--- src/spg_pkg.sv ---
// shared types, constants and helper functions for the sighting position geofence
`default_nettype none
package spg_pkg;

    localparam int ANG_W     = 27;
    localparam int XY_W      = 34;
    localparam int CORDIC_STEPS = 16;
    localparam int DIV_BITS  = 26;
    localparam int DIV_W     = 64;
    localparam int DEN_W     = 38;
    localparam int T_W       = 27;
    localparam int RECIP_W   = 26;
    localparam int RECIP_SHIFT = 31;

    localparam logic signed [ANG_W-1:0] ANG_FULL = 27'sd23592960;
    localparam logic signed [ANG_W-1:0] ANG_HALF = 27'sd11796480;
    localparam logic signed [ANG_W-1:0] ANG_QTR  = 27'sd5898240;
    localparam logic signed [XY_W-1:0]  CORDIC_GAIN = 34'sd652032874;

    localparam logic signed [23:0] LAT_LIM = 24'sd5898240;
    localparam logic signed [24:0] LON_LIM = 25'sd11796480;

    // ceil(2^31 / 60), exact floor division by 60 for values below 2^25
    localparam logic [RECIP_W-1:0] RECIP_60 = 26'd35791395;
    localparam logic [T_W-1:0]     HALF_60  = 27'd30;

    localparam logic [1:0] REG_LAT_MIN = 2'd0;
    localparam logic [1:0] REG_LAT_MAX = 2'd1;
    localparam logic [1:0] REG_LON_MIN = 2'd2;
    localparam logic [1:0] REG_LON_MAX = 2'd3;

    localparam logic signed [23:0] LAT_MIN_RST = 24'sd3407872;
    localparam logic signed [23:0] LAT_MAX_RST = 24'sd3462463;
    localparam logic signed [24:0] LON_MIN_RST = -25'sd327680;
    localparam logic signed [24:0] LON_MAX_RST = -25'sd262144;

    typedef struct packed {
        logic signed [XY_W-1:0]  x;
        logic signed [XY_W-1:0]  y;
        logic signed [ANG_W-1:0] z;
    } rot_t;

    typedef struct packed {
        logic signed [23:0] olat;
        logic signed [24:0] olon;
        logic [15:0]        rng;
        logic [7:0]         styp;
        logic [31:0]        user;
        logic               flip_b;
        logic               flip_l;
    } cpay_t;

    typedef struct packed {
        logic [DIV_W-1:0]    rem;
        logic [DEN_W-1:0]    den;
        logic [DIV_BITS-1:0] quo;
    } dv_t;

    typedef struct packed {
        logic signed [23:0] olat;
        logic signed [24:0] olon;
        logic [T_W-1:0]     t;
        logic               neg_lat;
        logic               neg_lon;
        logic               ovf;
        logic               zero;
        logic [7:0]         styp;
        logic [31:0]        user;
    } dpay_t;

    typedef struct packed {
        logic signed [ANG_W-1:0] ang;
        logic                    flip;
    } fold_t;

    // atan(2^-i) in degrees, 16 fraction bits
    function automatic logic signed [ANG_W-1:0] atan_q16(input int step);
        logic signed [ANG_W-1:0] r;
        begin
            case (step)
                0:  r = 27'sd2949120;
                1:  r = 27'sd1740967;
                2:  r = 27'sd919879;
                3:  r = 27'sd466945;
                4:  r = 27'sd234379;
                5:  r = 27'sd117305;
                6:  r = 27'sd58666;
                7:  r = 27'sd29335;
                8:  r = 27'sd14668;
                9:  r = 27'sd7334;
                10: r = 27'sd3667;
                11: r = 27'sd1833;
                12: r = 27'sd917;
                13: r = 27'sd458;
                14: r = 27'sd229;
                15: r = 27'sd115;
                default: r = '0;
            endcase
            return r;
        end
    endfunction

    // fold an angle in (-180, 180] into [-90, 90]; a fold negates sin and cos
    function automatic fold_t fold_angle(input logic signed [ANG_W-1:0] a);
        fold_t r;
        begin
            r.ang  = a;
            r.flip = 1'b0;
            if (a > ANG_QTR)
            begin
                r.ang  = a - ANG_HALF;
                r.flip = 1'b1;
            end
            else if (a < -ANG_QTR)
            begin
                r.ang  = a + ANG_HALF;
                r.flip = 1'b1;
            end
            return r;
        end
    endfunction

endpackage
`default_nettype wire

--- src/spg_div_cell.sv ---
// one quotient bit of the restoring divider
`default_nettype none
module spg_div_cell #(
    parameter int BIT = 0
) (
    input  logic          clk,
    input  logic          rst_n,
    input  logic          en,
    input  logic          in_valid,
    input  spg_pkg::dv_t  in_dv,
    input  spg_pkg::dpay_t in_pay,
    output logic          out_valid,
    output spg_pkg::dv_t  out_dv,
    output spg_pkg::dpay_t out_pay
);
    import spg_pkg::*;

    logic             valid_reg;
    dv_t              dv_reg;
    dv_t              dv_next;
    dpay_t            pay_reg;
    logic [DIV_W-1:0] shifted;
    logic             ge;

    assign shifted = DIV_W'(in_dv.den) << BIT;
    assign ge      = in_dv.rem >= shifted;

    always_comb
    begin
        dv_next          = in_dv;
        dv_next.rem      = ge ? in_dv.rem - shifted : in_dv.rem;
        dv_next.quo[BIT] = ge;
    end

    always_ff @(posedge clk or negedge rst_n)
    begin
        if (!rst_n)
            valid_reg <= 1'b0;
        else if (en)
            valid_reg <= in_valid;
    end

    always_ff @(posedge clk)
    begin
        if (en)
        begin
            dv_reg  <= dv_next;
            pay_reg <= in_pay;
        end
    end

    assign out_valid = valid_reg;
    assign out_dv    = dv_reg;
    assign out_pay   = pay_reg;

endmodule
`default_nettype wire

--- config.mk ---
export PLATFORM = sky130hd
export DESIGN_NAME = spg_div_cell
export DESIGN_NICKNAME = d
export VERILOG_FILES = /design/src/spg_pkg.sv /design/src/spg_div_cell.sv
export SDC_FILE = /design/constraint.sdc
export NUM_CORES = 1
export LEC_CHECK = 0
export ABC_CLOCK_PERIOD_IN_PS = 800
export BUFFER_PORTS_ARGS = -buffer_cell sky130_fd_sc_hd__buf_2
export CAP_MARGIN = 20
export CELL_PAD_IN_SITES_DETAIL_PLACEMENT = 1
export CELL_PAD_IN_SITES_GLOBAL_PLACEMENT = 2
export CORE_UTILIZATION = 27
export CTS_CLUSTER_SIZE = 14
export DETAILED_ROUTE_END_ITERATION = 10
export PLACE_DENSITY_LB_ADDON = 0.1
export SLEW_MARGIN = 10
export SYNTH_ARGS = -nofsm -noshare
export SYNTH_HDL_FRONTEND = slang
export SYNTH_SLANG_ARGS = --single-unit
--- constraint.sdc ---
create_clock -name clk -period 0.8 [get_ports clk]
set_input_delay 0.08 -clock clk [delete_from_list [all_inputs] [get_ports clk]]
set_output_delay 0.08 -clock clk [all_outputs]
set_load 0.01 [all_outputs]
==> results of run 1 <==
power by group through the flow:
stage	logic (mW)	clock network [mW]	registers (mW)
after floorplan	2.21	0	17.1
after global placement	7.50	0	16.3
after detailed placement	7.60	0	16.4
after CTS	9.64	15.0	16.1
after global routing	10.9	15.5	16.3
final	10.2	14.7	16.2
sequential cells by signal, indices dropped and copies added (netlist names):
signal,cells
out_dv,128
out_pay,120
out_valid,1
path summary, 6_finish.rpt:
kind | end | slack, ns | cells after the start
worst max-delay path | out_dv[96]$_DFFE_PP_ | -1.32 | 16
worst min-delay path | out_pay[65]$_DFFE_PP_ | 0.03 | 3
worst max register to register | out_valid$_DFFE_PN0P_ | 0.05 | 1
worst min register to register | out_valid$_DFFE_PN0P_ | 0.53 | 1
max in group asynchronous | out_valid$_DFFE_PN0P_ | 0.33 | 3
min in group asynchronous | out_valid$_DFFE_PN0P_ | 0.37 | 3
worst min-delay path, delay by kind of cell:
family	cells	cell delay (ns)
buffers and inverters	3	0.38
repair_timing:
action / 4_1_cts / 5_1_grt
buffers inserted: 31 / 21
hold buffers: 248 / 3
hold endpoints to repair: 269 / 2
setup endpoints to repair: 314 / 426
gates cloned: 6 / 0
gates resized for setup: 273 / 140
pin swaps: 83 / 55
logic make-up (layout without fill, tap and decap cells):
kind of cell / after synthesis / count (layout) / share of synthesized area, %
compound gates: 180 / 180 / 9.95
xor+xnor: 57 / 57 / 4.50
fa+ha+maj: 39 / 39 / 4.46
buf+inv: 72 / 1186 / 2.70
flops: 249 / 249 / 67.3
mux: 2 / 2 / 0.203
other cells: 0 / 8 / 0
simple gates: 229 / 229 / 10.9
per-stage QoR:
step | power, mW | std cells
6_report | 41.1 | 2475
3_5_place_dp | 24.0 | 2113
4_1_cts | 40.8 | 2449
5_1_grt | 42.6 | 2472
3_3_place_gp | 23.8 | 2113
2_1_floorplan | 19.3 | 828
layer usage:
layer  wire, um  GRT usage (%)  share of wire (%)
met5         43              0              0.082
met4       2110           10.4                4.0
met1      20000           26.4                 38
met2      27800           44.4                 53
met3       2750           4.69                5.2
final cells by class:
type / instances / area, um2
well taps: 525 / 657
clock inverters: 20 / 268
multi-input cells: 507 / 4940
inverters: 46 / 219
repair buffers: 1085 / 8300
flip-flops and latches: 249 / 7470
diodes: 8 / 20.0
fillers: 4198 / 17500
clock buffers: 35 / 791
cells in the final DEF, fill, tap and decap left out, drive strengths merged, types with 23 or more instances in the layout:
cell,instances
nor2,69
o21ai,40
nor3,23
buf,835
xor2,33
inv,49
dlygate4sd3,249
edfxtp,248
ha,38
xnor2,24
a21oi,76
nand2,49
clkbuf,35
==> results.tsv, run 1 <==
stage	metric	value	unit
run_status	outcome	finished with violations	
run_status	violations	setup timing	
synth	synth_edf_count	248	
routing	drtIter0Drc	360	
global_route	grtUsageTotal	24.0	%
global_route	grt_pass1_wl	75.2	mm
routing	drc_errors	0	
floorplan	core_area	40200	um2
routing	ant_nets	0	
floorplan	start_util	27.6	%
synth	synth_cell_type_count	67	
sta	max_freq	0.472	GHz
floorplan	die_h	205	um
sta	finClkSkew	0	ns
routing	viasPerCell	4.56	
sta	worst_pin_slew	0.791	ns
power_and_ir_drop	sw_frac_of_total	26.6	%
routing	dr.pass1.iters	4	
placed_design	place_ws	-2.31	ns
final_layout	syn2layout_area_growth	104	%
job	drv_cap	0	
synth	async_flop_share	0.402	%
synth	synth_most_common_cell	edfxtp_1	
synth	syn_nets	1119	
sta	setup_viol	314	
placed_design	hpwl	37.4	mm
routing	drt_wl_total	52.7	mm
clocking	cts_made_buffers	30	
sta	slew-limit-headroom	46.8	%
clocking	tritoncts	done	
synth	yosysSeqAreaShare	67.3	%
clocking	cts.sinks	249	
placed_design	post_dp_cell_area	16800	um2
global_route	antenna_found_initial	13	
global_route	grt_pass1_vias	12429	
power_and_ir_drop	power_density	1810	nW/um2
worst_setup_path	cp_cell_sequence	buf_2, inv_2, ha_4, buf_4, o211ai_1, a21oi_4, buf_6, o21ai_4, a211oi_4, or4b_4, nand2b_4, buf_12, inv_16, buf_8, buf_16, a21oi_2	
final_layout	postLayoutCoreUtil	56.4	%
clocking	clk_pin_slew	0.06	ns
sta	tns	-168.69	ns
sta	finalWorstSetupSlack	-1.32	ns
synth	synth_area_leaders	edfxtp_1 (67%), ha_1 (4.3%), a21oi_1 (3.4%)	
worst_setup_path	crit_family	buffers and inverters	
sta	rsz0062_at_grt	true	
global_route	grt_max_degree	23	
synth	synth_top_area_share	67.1	%
synth	netlist_top_cells_count	edfxtp_1 (248), a21oi_1 (76), nor2_1 (69), nand2_1 (49), inv_1 (45)	
placed_design	port_buffers	499	
worst_setup_path	critPathKind	in -> reg	
synth	syn_area	11100	um2
synth	yosys_warnings	0	
placed_design	gp_congestion	0.859	
routing	avgRoutedWirePerCell	21.3	um
power_and_ir_drop	switching_power	10.9	mW
final_layout	fin_area	22700	um2
final_layout	nNetsFinal	2210	
sta	finalHoldViolations	0	
clocking	cts_buffer_depth	3	
worst_setup_path	crit_path_start_kind	primary input	
sta	post-route-period-util	265	%
sta	finalMaxSlewViolations	0	
worst_setup_path	arrival	2.53	ns
final_layout	drive_above_1_share	57.3	%
sta	hold_ws	0.0334	ns
power_and_ir_drop	p_clk_share	35.8	%
worst_setup_path	path_max_fanout	8	
synth	synth-main-ff-cell	edfxtp_1	
worst_setup_path	crit_path_top_delay_cell	or4b_4	
synth	synth_cells	828	
floorplan	io_pins	501	
floorplan	rows	73	
synth	syn_area_per_cell	13.4	um2
clocking	cts_root_buf	clkbuf_16	
synth	ys_seq_elements	249	
floorplan	dieArea	41900	um2
power_and_ir_drop	max-vdd-ir-drop	1.62	mV
worst_setup_path	crit_path_max_incr_delay	0.55	ns
worst_setup_path	r2r_start	out_valid$_DFFE_PN0P_	
worst_setup_path	startpoint	in_dv[30]	
worst_setup_path	worst-path-buf-inv	8	
synth	yosysTopAreaCell	edfxtp_1	
clocking	clock_latency	0.55	ns
sta	period_needed	2.12	ns
power_and_ir_drop	p_int	30.2	mW
power_and_ir_drop	p_comb_share	24.9	%
worst_setup_path	cp-end-kind	flip-flop	
worst_hold_path	min_path_type	in -> reg	
power_and_ir_drop	pwr-share-seq	39.3	%
power_and_ir_drop	p_leak	9.63	nW
global_route	overflow	0	
clocking	htreeDepth	1	
routing	num_vias	11287	
floorplan	die_width	205	um
worst_setup_path	cp.required	1.21	ns
worst_hold_path	hold_start	en	
(Power assumes the default switching activity.)
==> inputs of run 2 (changes only) <==
- PLACE_DENSITY: not set -> 0.84
- PLACE_DENSITY_LB_ADDON: 0.1 -> not set
==> results.tsv, run 2 (synthesized netlist as in run 1, its figures left out) <==
stage	metric	value	unit
clocking	htreeDepth	1	
sta	finClkSkew	0	ns
worst_setup_path	crit_family	simple AND/OR/NAND/NOR gates	
placed_design	hpwl	38.4	mm
power_and_ir_drop	p_comb_share	25.7	%
floorplan	die_h	205	um
placed_design	gp_congestion	0.882	
routing	viasPerCell	4.75	
worst_hold_path	min_to	out_pay[96]$_DFFE_PP_	
final_layout	final_cell_mix	buf_2 (417), buf_4 (290), edfxtp_1 (248)	
final_layout	syn2layout_area_growth	99.0	%
power_and_ir_drop	p_int	28.8	mW
floorplan	die_width	205	um
final_layout	nNetsFinal	2187	
run_status	outcome	finished with violations	
final_layout	largest_reg_flops	128	
job	drv_cap	0	
global_route	grt_pass1_wl	81.8	mm
worst_setup_path	cp-end-kind	flip-flop	
routing	avgRoutedWirePerCell	23.7	um
sta	worst_pin_slew	0.492	ns
routing	ant_nets	0	
worst_setup_path	arrival	2.48	ns
sta	slew-limit-headroom	67.0	%
sta	tns	-175.38	ns
sta	finalWorstSetupSlack	-1.40	ns
global_route	overflow	0	
sta	post-route-period-util	275	%
clocking	cts.sinks	249	
worst_setup_path	reg2reg_slack	0.02	ns
sta	rsz0062_at_grt	true	
worst_setup_path	r2r_cells	1	
clocking	clock_latency	0.55	ns
global_route	grt_max_degree	29	
worst_setup_path	path_max_fanout	5	
worst_hold_path	min_path_type	in -> reg	
worst_setup_path	rr_endpoint	out_valid$_DFFE_PN0P_	
routing	drc_errors	0	
floorplan	rows	73	
power_and_ir_drop	switching_power	11.2	mW
power_and_ir_drop	sw_frac_of_total	27.9	%
worst_setup_path	crit_path_start_kind	primary input	
floorplan	core_area	40200	um2
worst_hold_path	whs_path_depth	2	
clocking	cts_root_buf	clkbuf_16	
global_route	grtUsageTotal	26.4	%
worst_setup_path	crit_path_max_incr_delay	0.57	ns
worst_setup_path	critPathKind	in -> reg	
clocking	cts_buffer_depth	3	
worst_setup_path	worst-path-buf-inv	5	
power_and_ir_drop	pwr-share-seq	40.7	%
global_route	grt_pass1_vias	13046	
final_layout	drive_above_1_share	55.3	%
worst_setup_path	cp.required	1.08	ns
clocking	clk_pin_slew	0.06	ns
power_and_ir_drop	total_power	40.0	mW
floorplan	io_pins	501	
power_and_ir_drop	max-vdd-ir-drop	1.48	mV
clocking	cts_made_buffers	30	
final_layout	layout_commonest_cell	buf_2	
sta	finalHoldViolations	8	
global_route	antenna_found_initial	10	
sta	hold_ws	-0.0504	ns
routing	num_vias	11644	
sta	setup_viol	319	
sta	max_freq	0.454	GHz
sta	period_needed	2.20	ns
routing	drt_wl_total	58.1	mm
worst_setup_path	crit_path_top_delay_cell	or4b_4	
floorplan	dieArea	41900	um2
routing	drtIter0Drc	527	
worst_hold_path	hold_start	en	
worst_setup_path	r2r_start	out_valid$_DFFE_PN0P_	
placed_design	port_buffers	499	
power_and_ir_drop	p_clk_share	33.5	%
sta	finalMaxSlewViolations	0	
worst_setup_path	startpoint	in_dv[31]	
floorplan	start_util	27.6	%
power_and_ir_drop	power_density	1810	nW/um2
clocking	tritoncts	done	
run_status	violations	hold timing, setup timing	
worst_setup_path	cp_cell_sequence	buf_2, inv_1, ha_4, buf_4, a21oi_1, nand2_1, o21ai_4, a211oi_4, or4b_4, nand2b_4, buf_12, buf_8, a2111oi_4, xor2_1	
routing	dr.pass1.iters	5	
power_and_ir_drop	p_leak	9.42	nW
[run 2: cell count changes in the layout (fill, tap and decap cells not counted), sizes merged]
| cell | delta |
|---|---|
| diode | -1 |
| clkinv | -1 |
| clkbuf | +3 |
| clkinvlp | +2 |
| inv | -1 |
| dlygate4sd3 | -3 |
| bufinv | -4 |
| dlymetal6s4s | +1 |
| buf | -22 |
[run 2: per-layer routing]
| layer | global-route usage, % | vias to the layer above | wire length [um] |
|---|---|---|---|
| li1 | - | 5277 | - |
| met1 | 28.3 | 5778 | 21100 |
| met2 | 48.8 | 446 | 30500 |
| met3 | 5.47 | 135 | 3500 |
| met4 | 13.0 | 8 | 2980 |
| met5 | 0 | - | 51 |
[run 2: worst max-delay path by stage]
stage                                 end  slack, ns  cells past startpoint
finish              out_dv[126]$_DFFE_PP_      -1.40                     14
global route        out_dv[125]$_DFFE_PP_      -1.44                     13
global placement    out_dv[118]$_DFFE_PP_      -2.14                     12
floorplan           out_dv[126]$_DFFE_PP_      -1.70                     11
detailed placement  out_dv[100]$_DFFE_PP_      -2.19                     12
CTS                 out_dv[125]$_DFFE_PP_      -1.27                     13
[run 2: layout make-up]
class / count / area (um2)
Multi-Input combinational cell: 507 / 4650
Sequential cell: 249 / 7470
Fill cell: 4244 / 18100
Tap cell: 525 / 657
Clock inverter: 16 / 148
Antenna cell: 7 / 17.5
Inverter: 46 / 215
Clock buffer: 37 / 798
Timing Repair Buffer: 1062 / 8130
[run 2: timing repair]
action / 4_1_cts / 5_1_grt
pin swaps: 63 / 26
hold endpoints to repair: 263 / 15
gates resized for setup: 283 / 97
buffers inserted: 38 / 18
hold buffers: 248 / 3
endpoints found under the setup margin: 314 / 337
cloned: 0 / 1
[run 2: metrics by stage]
step	cells	worst slack (ns)	area, um2	util, %
after floorplan	828	-1.70	11500	-
after global placement	2090	-2.14	16600	41.3
after detailed placement	2090	-2.19	16600	41.3
after CTS	2424	-1.27	21500	53.6
after global routing	2448	-1.44	22100	55.0
final	2449	-1.40	22100	55.0
[run 2: power groups by stage]
stage	logic (mW)	clock network, mW	registers, mW
floorplan	2.21	0	17.1
global placement	7.31	0	16.4
detailed placement	7.50	0	16.4
CTS	9.63	13.6	16.2
global route	10.8	14.1	16.4
finish	10.3	13.4	16.3
