$ cat config.mk
export PLATFORM = sky130hd
export DESIGN_NAME = spg_cordic_cell
export DESIGN_NICKNAME = d
export VERILOG_FILES = /design/src/spg_pkg.sv /design/src/spg_cordic_cell.sv
export SDC_FILE = /design/constraint.sdc
export NUM_CORES = 1
export LEC_CHECK = 0
export BUFFER_PORTS_ARGS = -buffer_cell sky130_fd_sc_hd__buf_2
export CORE_AREA = 2 2 235 237
export CTS_BUF_LIST = sky130_fd_sc_hd__clkbuf_4 sky130_fd_sc_hd__clkbuf_8
export DETAILED_ROUTE_END_ITERATION = 16
export DIE_AREA = 0 0 237 239
export PLACE_DENSITY = 0.65
export SLEW_MARGIN = 20
export SYNTH_ARGS = -nofsm -noshare
export SYNTH_HDL_FRONTEND = slang
export SYNTH_SLANG_ARGS = --single-unit
$ cat constraint.sdc
create_clock -name clk -period 0.8 [get_ports clk]
set_input_delay 0.04 -clock clk [delete_from_list [all_inputs] [get_ports clk]]
set_output_delay 0.04 -clock clk [all_outputs]
set_load 0.01 [all_outputs]
$ cat src/spg_pkg.sv
// shared types, constants and helper functions for the sighting position geofence
`default_nettype none
package spg_pkg;

    localparam int ANG_W     = 27;
    localparam int XY_W      = 34;
    localparam int CORDIC_STEPS = 16;
    localparam int DIV_BITS  = 26;
    localparam int DIV_W     = 64;
    localparam int DEN_W     = 38;
    localparam int T_W       = 27;
    localparam int RECIP_W   = 26;
    localparam int RECIP_SHIFT = 31;

    localparam logic signed [ANG_W-1:0] ANG_FULL = 27'sd23592960;
    localparam logic signed [ANG_W-1:0] ANG_HALF = 27'sd11796480;
    localparam logic signed [ANG_W-1:0] ANG_QTR  = 27'sd5898240;
    localparam logic signed [XY_W-1:0]  CORDIC_GAIN = 34'sd652032874;

    localparam logic signed [23:0] LAT_LIM = 24'sd5898240;
    localparam logic signed [24:0] LON_LIM = 25'sd11796480;

    // ceil(2^31 / 60), exact floor division by 60 for values below 2^25
    localparam logic [RECIP_W-1:0] RECIP_60 = 26'd35791395;
    localparam logic [T_W-1:0]     HALF_60  = 27'd30;

    localparam logic [1:0] REG_LAT_MIN = 2'd0;
    localparam logic [1:0] REG_LAT_MAX = 2'd1;
    localparam logic [1:0] REG_LON_MIN = 2'd2;
    localparam logic [1:0] REG_LON_MAX = 2'd3;

    localparam logic signed [23:0] LAT_MIN_RST = 24'sd3407872;
    localparam logic signed [23:0] LAT_MAX_RST = 24'sd3462463;
    localparam logic signed [24:0] LON_MIN_RST = -25'sd327680;
    localparam logic signed [24:0] LON_MAX_RST = -25'sd262144;

    typedef struct packed {
        logic signed [XY_W-1:0]  x;
        logic signed [XY_W-1:0]  y;
        logic signed [ANG_W-1:0] z;
    } rot_t;

    typedef struct packed {
        logic signed [23:0] olat;
        logic signed [24:0] olon;
        logic [15:0]        rng;
        logic [7:0]         styp;
        logic [31:0]        user;
        logic               flip_b;
        logic               flip_l;
    } cpay_t;

    typedef struct packed {
        logic [DIV_W-1:0]    rem;
        logic [DEN_W-1:0]    den;
        logic [DIV_BITS-1:0] quo;
    } dv_t;

    typedef struct packed {
        logic signed [23:0] olat;
        logic signed [24:0] olon;
        logic [T_W-1:0]     t;
        logic               neg_lat;
        logic               neg_lon;
        logic               ovf;
        logic               zero;
        logic [7:0]         styp;
        logic [31:0]        user;
    } dpay_t;

    typedef struct packed {
        logic signed [ANG_W-1:0] ang;
        logic                    flip;
    } fold_t;

    // atan(2^-i) in degrees, 16 fraction bits
    function automatic logic signed [ANG_W-1:0] atan_q16(input int step);
        logic signed [ANG_W-1:0] r;
        begin
            case (step)
                0:  r = 27'sd2949120;
                1:  r = 27'sd1740967;
                2:  r = 27'sd919879;
                3:  r = 27'sd466945;
                4:  r = 27'sd234379;
                5:  r = 27'sd117305;
                6:  r = 27'sd58666;
                7:  r = 27'sd29335;
                8:  r = 27'sd14668;
                9:  r = 27'sd7334;
                10: r = 27'sd3667;
                11: r = 27'sd1833;
                12: r = 27'sd917;
                13: r = 27'sd458;
                14: r = 27'sd229;
                15: r = 27'sd115;
                default: r = '0;
            endcase
            return r;
        end
    endfunction

    // fold an angle in (-180, 180] into [-90, 90]; a fold negates sin and cos
    function automatic fold_t fold_angle(input logic signed [ANG_W-1:0] a);
        fold_t r;
        begin
            r.ang  = a;
            r.flip = 1'b0;
            if (a > ANG_QTR)
            begin
                r.ang  = a - ANG_HALF;
                r.flip = 1'b1;
            end
            else if (a < -ANG_QTR)
            begin
                r.ang  = a + ANG_HALF;
                r.flip = 1'b1;
            end
            return r;
        end
    endfunction

endpackage
`default_nettype wire

$ cat src/spg_cordic_cell.sv
// one rotation step for the bearing and latitude rotators
`default_nettype none
module spg_cordic_cell #(
    parameter int STEP = 0
) (
    input  logic          clk,
    input  logic          rst_n,
    input  logic          en,
    input  logic          in_valid,
    input  spg_pkg::rot_t in_brg,
    input  spg_pkg::rot_t in_lat,
    input  spg_pkg::cpay_t in_pay,
    output logic          out_valid,
    output spg_pkg::rot_t out_brg,
    output spg_pkg::rot_t out_lat,
    output spg_pkg::cpay_t out_pay
);
    import spg_pkg::*;

    localparam logic signed [ANG_W-1:0] ATAN = atan_q16(STEP);

    function automatic rot_t rotate(input rot_t r);
        logic signed [XY_W-1:0] xs;
        logic signed [XY_W-1:0] ys;
        rot_t o;
        begin
            xs = r.x >>> STEP;
            ys = r.y >>> STEP;
            if (!r.z[ANG_W-1])
            begin
                o.x = r.x - ys;
                o.y = r.y + xs;
                o.z = r.z - ATAN;
            end
            else
            begin
                o.x = r.x + ys;
                o.y = r.y - xs;
                o.z = r.z + ATAN;
            end
            return o;
        end
    endfunction

    logic  valid_reg;
    rot_t  brg_reg;
    rot_t  brg_next;
    rot_t  lat_reg;
    rot_t  lat_next;
    cpay_t pay_reg;

    assign brg_next = rotate(in_brg);
    assign lat_next = rotate(in_lat);

    always_ff @(posedge clk or negedge rst_n)
    begin
        if (!rst_n)
            valid_reg <= 1'b0;
        else if (en)
            valid_reg <= in_valid;
    end

    always_ff @(posedge clk)
    begin
        if (en)
        begin
            brg_reg <= brg_next;
            lat_reg <= lat_next;
            pay_reg <= in_pay;
        end
    end

    assign out_valid = valid_reg;
    assign out_brg   = brg_reg;
    assign out_lat   = lat_reg;
    assign out_pay   = pay_reg;

endmodule
`default_nettype wire

==> results of run 1 <==
==> routing by layer <==
layer	up-vias	routed length, µm
met5	-	65
met4	12	5319
li1	10900	-
met3	251	7626
met1	11660	39230
met2	1042	49380
==> final cells by class <==
| type | count | share of cell area |
|---|---|---|
| diodes | 16 | 0.001041 |
| inverters | 212 | 0.02602 |
| well taps | 704 | 0.02290 |
| clock inverters | 27 | 0.008653 |
| repair buffers | 1609 | 0.3135 |
| clock buffers | 70 | 0.02293 |
| flip-flops and latches | 296 | 0.2310 |
| multi-input cells | 1531 | 0.3740 |
==> state kept, by name (all words and copies together) (netlist names) <==
signal / count
out_brg: 94
out_lat: 94
out_pay: 107
out_valid: 1
==> synthesized netlist by cell type (all sizes together) (11+ instances only) <==
library cell,count
a211o,14
a211oi,29
a21o,47
a21oi,245
a221oi,12
a31oi,16
buf,45
clkbuf,50
edfxtp,295
ha,216
inv,204
mux2i,28
nand2,89
nand2b,17
nand3,28
nand4,22
nor2,166
nor2b,29
nor3,33
nor4,19
o211ai,14
o21a,16
o21ai,117
o21bai,62
o31ai,19
or3,11
xnor2,131
xor2,15
==> worst paths after layout <==
path                                              end  slack (ns)  depth (start not counted)
worst min register to register  out_valid$_DFFE_PN0P_        0.64                          2
min in group asynchronous       out_valid$_DFFE_PN0P_        0.18                          3
worst min-delay path            out_lat[21]$_DFFE_PP_       -0.09                          3
worst max-delay path            out_lat[91]$_DFFE_PP_       -1.40                         15
worst max register to register  out_valid$_DFFE_PN0P_       -0.09                          2
max in group asynchronous       out_valid$_DFFE_PN0P_        0.52                          3
==> power by group <==
part           switching, mW  internal, mW  total, mW
Clock                   7.24          9.53       16.8
Combinational           13.5          12.8       26.3
Sequential             0.894          19.6       20.5
Total                   21.6          41.9       63.6
==> layout by cell type (no fill, tap or decap), types with 44 or more instances in the layout <==
cell / synthesis / routed
a21oi_1: 244 / 150
clkbuf_8: 0 / 57
ha_1: 216 / 164
buf_6: 2 / 144
a21o_1: 46 / 46
edfxtp_1: 295 / 295
a21oi_2: 1 / 73
o21bai_1: 61 / 52
ha_4: 0 / 44
xnor2_1: 131 / 103
buf_4: 4 / 742
nor2_1: 166 / 148
nand2_1: 87 / 64
buf_2: 32 / 531
inv_1: 200 / 165
dlygate4sd3_1: 0 / 157
==> through the flow <==
stage	TNS, ns	cells	setup WS (ns)	instance area [µm²]
global route	-377.40	4460	-1.493	38450
floorplan	-159.18	2134	-1.683	22690
global placement	-260.37	4094	-2.175	31710
finish	-358.54	4465	-1.401	38460
CTS	-355.28	4420	-1.388	37180
detailed placement	-266.07	4094	-2.253	31710
==> timing repair <==
item	CTS	global route
endpoints found under the hold margin	349	17
pin swaps	242	218
setup endpoints to repair	435	735
resized for setup	456	233
setup buffers	90	60
==> cell families (layout without fill, tap and decap cells) <==
group / after synthesis / count (layout)
xor+xnor: 146 / 146
simple gates: 450 / 450
mux: 30 / 30
compound gates: 681 / 681
other cells: 0 / 16
buf+inv: 307 / 1918
flops: 296 / 296
fa+ha+maj: 224 / 224
==> worst register-to-register path, cell delays in order (launching register included) <==
cell and delay (ns):
dfrtp_1 0.39, buf_4 0.14, mux2_2 0.26
==> impl_metrics.tcl, run 1 <==
set metrics [dict create \
    post-synth-top-area-cell "edfxtp_1" \
    fin_crit_ns 2.201 \
    clock_sinks 296 \
    synthXorXnorAreaFrac 0.06025 \
    wl_per_cell_um 22.76 \
    ys.flop_type "edfxtp_1" \
    die-area_um2 56640 \
    synth.avg_cell_area_um2 9.946 \
    hold_buffers 157 \
    multi_input_area_um2 14380 \
    path_delay_family "simple AND/OR/NAND/NOR gates" \
    grt_pass1_vias 24400 \
    ir_worst_vdd_mv 1.357 \
    period_share 2.752 \
    drive_gt1_frac 0.5519 \
    max-slew-margin-rel 0.5244 \
    rows 86 \
    critPathLaunch "in_lat[37]" \
    violations "hold timing, setup timing" \
    io_buffers 598 \
    grtUsageTotal 0.3405 \
    fillCellCount 3907 \
    syn2layout_area_growth_pct 81.22 \
    clk_pin_slew_ns 0.06 \
    syn-cell-area_um2 21220 \
    synth-edff-count 295 \
    clk_path_buf_depth 3 \
    leakagePower_nw 17.33 \
    grt_max_degree 96 \
    fin_util 0.7078 \
    setup_ws_ns -1.401 \
    vias_per_cell 5.345 \
    yosys_register_bits 296 \
    cp_slowest_cell "nand3_1" \
    slowest_delay_ns 0.31 \
    cts_tree "yes" \
    hpwl_um 76660 \
    htreeDepth 2 \
    fin_skew_ns 0 \
    die-width_um 237 \
    grt.met3_usage 0.07737 \
    netlist_instances 2134 \
    fmax_mhz 454.3 \
    first_pass_iters 8 \
    grt_use_met1 0.4024 \
    reg2reg_from "out_valid$_DFFE_PN0P_" \
    synthSimpleGateAreaFrac 0.1023 \
    ios 599 \
    gp_routability_congestion 1.012 \
    ys_warn_count 0 \
    crit_required_ns 1.22 \
    drtIter0Drc 1751 \
    slew_viol_final 0 \
    clkLatencyLatePin_ns 0.68 \
    crit_buf_inv 6 \
    synth.area.top_cells "edfxtp_1 42%, ha_1 13%, a21oi_1 5.8%, xnor2_1 5.4%, inv_1 3.5%" \
    async_flop_share 0.003378 \
    vias 23870 \
    synthMuxAreaShare 0.01427 \
    yosysTopAreaCellShare 0.4174 \
    p_per_area_nw_per_um2 1653 \
    core_um2 54340 \
    synth-compound-area-share 0.2119 \
    grt_overflow 0 \
    crit_path_max_fanout 4 \
    worst_pin_slew_ns 0.7134 \
    critPathKind "input pin to flip-flop" \
    critPathCaptureType "flip-flop" \
    antenna_found_initial 22 \
    whs_ns -0.09217 \
    rsz0062_at_grt "yes" \
    crit_path_start_kind "input pin" \
    synth_cell_types 95 \
    synth_top_family_by_area "compound AO/OA/AOI/OAI gates" \
    top_usage_layer "met2" \
    finalNetCount 4228 \
    ctsRootBufferMaster "clkbuf_8" \
    drc_errors 0 \
    antenna_left 0 \
    cp_cell_sequence "buf_2 > inv_2 > ha_4 > buf_6 > inv_2 > buf_4 > nor2_1 > nand3_1 > nor2_1 > a211o_1 > a41o_4 > buf_6 > nand4_1 > a32oi_2 > xnor2_1" \
    start_util 0.3906 \
    hold_class "input pin to flip-flop" \
    cp.arrival_ns 2.62 \
    outcome "complete, but fails checks" \
    seqCellArea_um2 8884 \
    die_height_um 239 \
    power_mw 63.57 \
    synthAdderAreaFrac 0.1349 \
    hold_path.startpoint "in_lat[21]" \
    grt_pass1_wl_um 146200 \
    finalSetupViolCount 732 \
    numCtsBuffers 53 \
    drv_cap 0 \
    syn-num-nets 2659 \
    hold_violations 19 \
    drt-total-wl_um 101600 \
    grtUsageMet2 0.5869 \
    ys_seq_area_frac 0.4186 \
]
(Power assumes the default switching activity.)
==> inputs of run 2 (changes only) <==
--- a/config.mk
+++ b/config.mk
@@ -10,6 +10,7 @@
 export CTS_BUF_LIST = sky130_fd_sc_hd__clkbuf_4 sky130_fd_sc_hd__clkbuf_8
 export DETAILED_ROUTE_END_ITERATION = 16
 export DIE_AREA = 0 0 237 239
+export HOLD_SLACK_MARGIN = 0.03
 export PLACE_DENSITY = 0.65
 export SLEW_MARGIN = 20
 export SYNTH_ARGS = -nofsm -noshare
==> run 2 against run 1 <==
  * The flow still finishes with violations (hold timing, setup timing)
  * Count of clock-buffer cells in the layout is the same
  * Largest cell class unchanged
  * Total power is essentially flat
  * Critical path depth shrank 2
  * Clock power is essentially flat
  * Non-clock buffer count is the same
  * Highest routed layer unchanged
  * Worst hold slack is essentially flat
  * Cell count is the same
  * Sequential power is essentially flat
  * Sequential share of layout area is essentially flat
  * Worst setup slack gained 0.015 ns
  * Design area is essentially flat
  * Global-route usage is the same
==> impl_metrics.tcl, run 2 (synthesis gave the netlist of run 1 again) <==
set metrics [dict create \
    ctsRootBufferMaster "clkbuf_8" \
    cp_slowest_cell "fa_2" \
    first_pass_iters 5 \
    rsz0062_at_grt "yes" \
    syn2layout_area_growth_pct 81.19 \
    vias 23860 \
    crit_required_ns 1.18 \
    cp_cell_sequence "buf_8 > ha_4 > fa_2 > nor2b_4 > o311ai_4 > a2111oi_4 > buf_4 > nor4_4 > o21bai_4 > a2111oi_4 > o21ai_2 > a221oi_2 > xnor2_1" \
    final_cell_mix "743 x buf_4, 533 x buf_2, 295 x edfxtp_1" \
    ir_worst_vdd_mv 1.357 \
    p_per_area_nw_per_um2 1653 \
    grt_overflow 0 \
    clk_pin_slew_ns 0.06 \
    drc_errors 0 \
    leakagePower_nw 17.33 \
    hold_class "input pin to flip-flop" \
    clkLatencyLatePin_ns 0.68 \
    clock_sinks 296 \
    violations "hold timing, setup timing" \
    fin_crit_ns 2.186 \
    slowest_delay_ns 0.37 \
    fin_skew_ns 0 \
    grt_pass1_vias 24400 \
    slew_viol_final 0 \
    crit_path_start_kind "input pin" \
    hold_violations 19 \
    crit_path_max_fanout 3 \
    worst_pin_slew_ns 0.6899 \
    power_mw 63.57 \
    core_um2 54340 \
    antenna_left 0 \
    rows 86 \
    rrSetupSlack_ns -0.09 \
    htreeDepth 2 \
    r2r_cells 2 \
    grt_pass1_wl_um 146200 \
    critPathCapture "out_lat[53]$_DFFE_PP_" \
    path_delay_family "compound AO/OA/AOI/OAI gates" \
    drv_cap 0 \
    clk_path_buf_depth 3 \
    die-width_um 237 \
    finalSetupViolCount 732 \
    wl_per_cell_um 22.78 \
    cp_common_cell "a2111oi_4" \
    crit_buf_inv 2 \
    path_depth 13 \
    period_share 2.732 \
    fmax_mhz 457.5 \
    finalNetCount 4228 \
    max-slew-margin-rel 0.5401 \
    cp.arrival_ns 2.57 \
    io_buffers 598 \
    vias_per_cell 5.343 \
    gp_routability_congestion 1.012 \
    die-area_um2 56640 \
    whs_ns -0.09215 \
    hpwl_um 76660 \
    die_height_um 239 \
    critPathCaptureType "flip-flop" \
    reg2reg_from "out_valid$_DFFE_PN0P_" \
    layout_commonest_cell "buf_4" \
    drtIter0Drc 1681 \
    setup_ws_ns -1.386 \
    start_util 0.3906 \
    numCtsBuffers 53 \
    critPathLaunch "in_lat[61]" \
    reg2reg_to "out_valid$_DFFE_PN0P_" \
    grt_max_degree 96 \
    antenna_found_initial 22 \
    grtUsageTotal 0.3405 \
    outcome "complete, but fails checks" \
    drive_gt1_frac 0.5519 \
    fillCellCount 3912 \
    ios 599 \
    largest_reg_flops 107 \
    drt-total-wl_um 101700 \
    cts_tree "yes" \
    design_area_um2 38460 \
    placedInstanceArea_um2 31710 \
    critPathKind "input pin to flip-flop" \
]
run 2: changes by cell type in the layout (fill, tap and decap cells not counted), sizes merged:
| cell | change |
|---|---|
| clkinv | +1 |
| inv | -1 |
run 2: repair_timing:
item	in CTS	in global routing
buffers inserted	90	61
setup endpoints to repair	435	737
pin swaps	242	220
gates resized for setup	456	230
hold endpoints to repair	402	29
hold buffers	157	1
run 2: tightest hold or removal path, cell delays in order:
cell	delay (ns)
buf_2	0.09
ha_1	0.20
xnor2_1	0.14
run 2: how the worst min path moves through the flow:
stage                          start                    end  slack, ns  cells after the start
final                     in_lat[21]  out_lat[21]$_DFFE_PP_      -0.09                      3
after floorplan                rst_n  out_valid$_DFFE_PN0P_      -0.26                      0
after global routing      in_lat[21]  out_lat[21]$_DFFE_PP_      -0.09                      3
after detailed placement       rst_n  out_valid$_DFFE_PN0P_      -0.18                      1
after global placement         rst_n  out_valid$_DFFE_PN0P_      -0.18                      1
after CTS                 in_lat[24]  out_lat[24]$_DFFE_PP_      -0.19                      3
run 2: layer usage:
metal | GRT usage | up-vias | wire length, µm
met2 | 0.5869 | 1039 | 49510
met1 | 0.4024 | 11640 | 39170
met3 | 0.07737 | 262 | 7673
li1 | - | 10910 | -
met4 | 0.1617 | 12 | 5275
met5 | 0 | - | 74
run 2: area by class of cell:
cell class / instances / area, µm² / share of cell area
well taps: 704 / 880.8 / 0.02291
inverters: 212 / 1006 / 0.02616
diodes: 16 / 40.04 / 0.001041
clock buffers: 70 / 882.1 / 0.02294
multi-input cells: 1531 / 14390 / 0.3741
flip-flops and latches: 296 / 8884 / 0.2310
repair buffers: 1609 / 12040 / 0.3132
clock inverters: 27 / 332.8 / 0.008655
run 2: report_power, final:
group | internal (mW) | leakage (nW) | switching, mW
Clock | 9.53 | 0.628 | 7.25
Sequential | 19.6 | 2.90 | 0.888
Combinational | 12.8 | 13.8 | 13.5
run 2: per-stage QoR:
| step | worst slack (ns) | TNS, ns | hold WS [ns] | cells | util |
|---|---|---|---|---|---|
| after floorplan | -1.683 | -159.18 | -0.2556 | 2134 | - |
| after CTS | -1.388 | -356.55 | -0.1880 | 4420 | 0.6843 |
| final | -1.386 | -361.23 | -0.09215 | 4465 | 0.7077 |
| after global routing | -1.493 | -377.52 | -0.09406 | 4460 | 0.7075 |
| after detailed placement | -2.253 | -266.07 | -0.1846 | 4094 | 0.5836 |
| after global placement | -2.175 | -260.37 | -0.1848 | 4094 | 0.5836 |
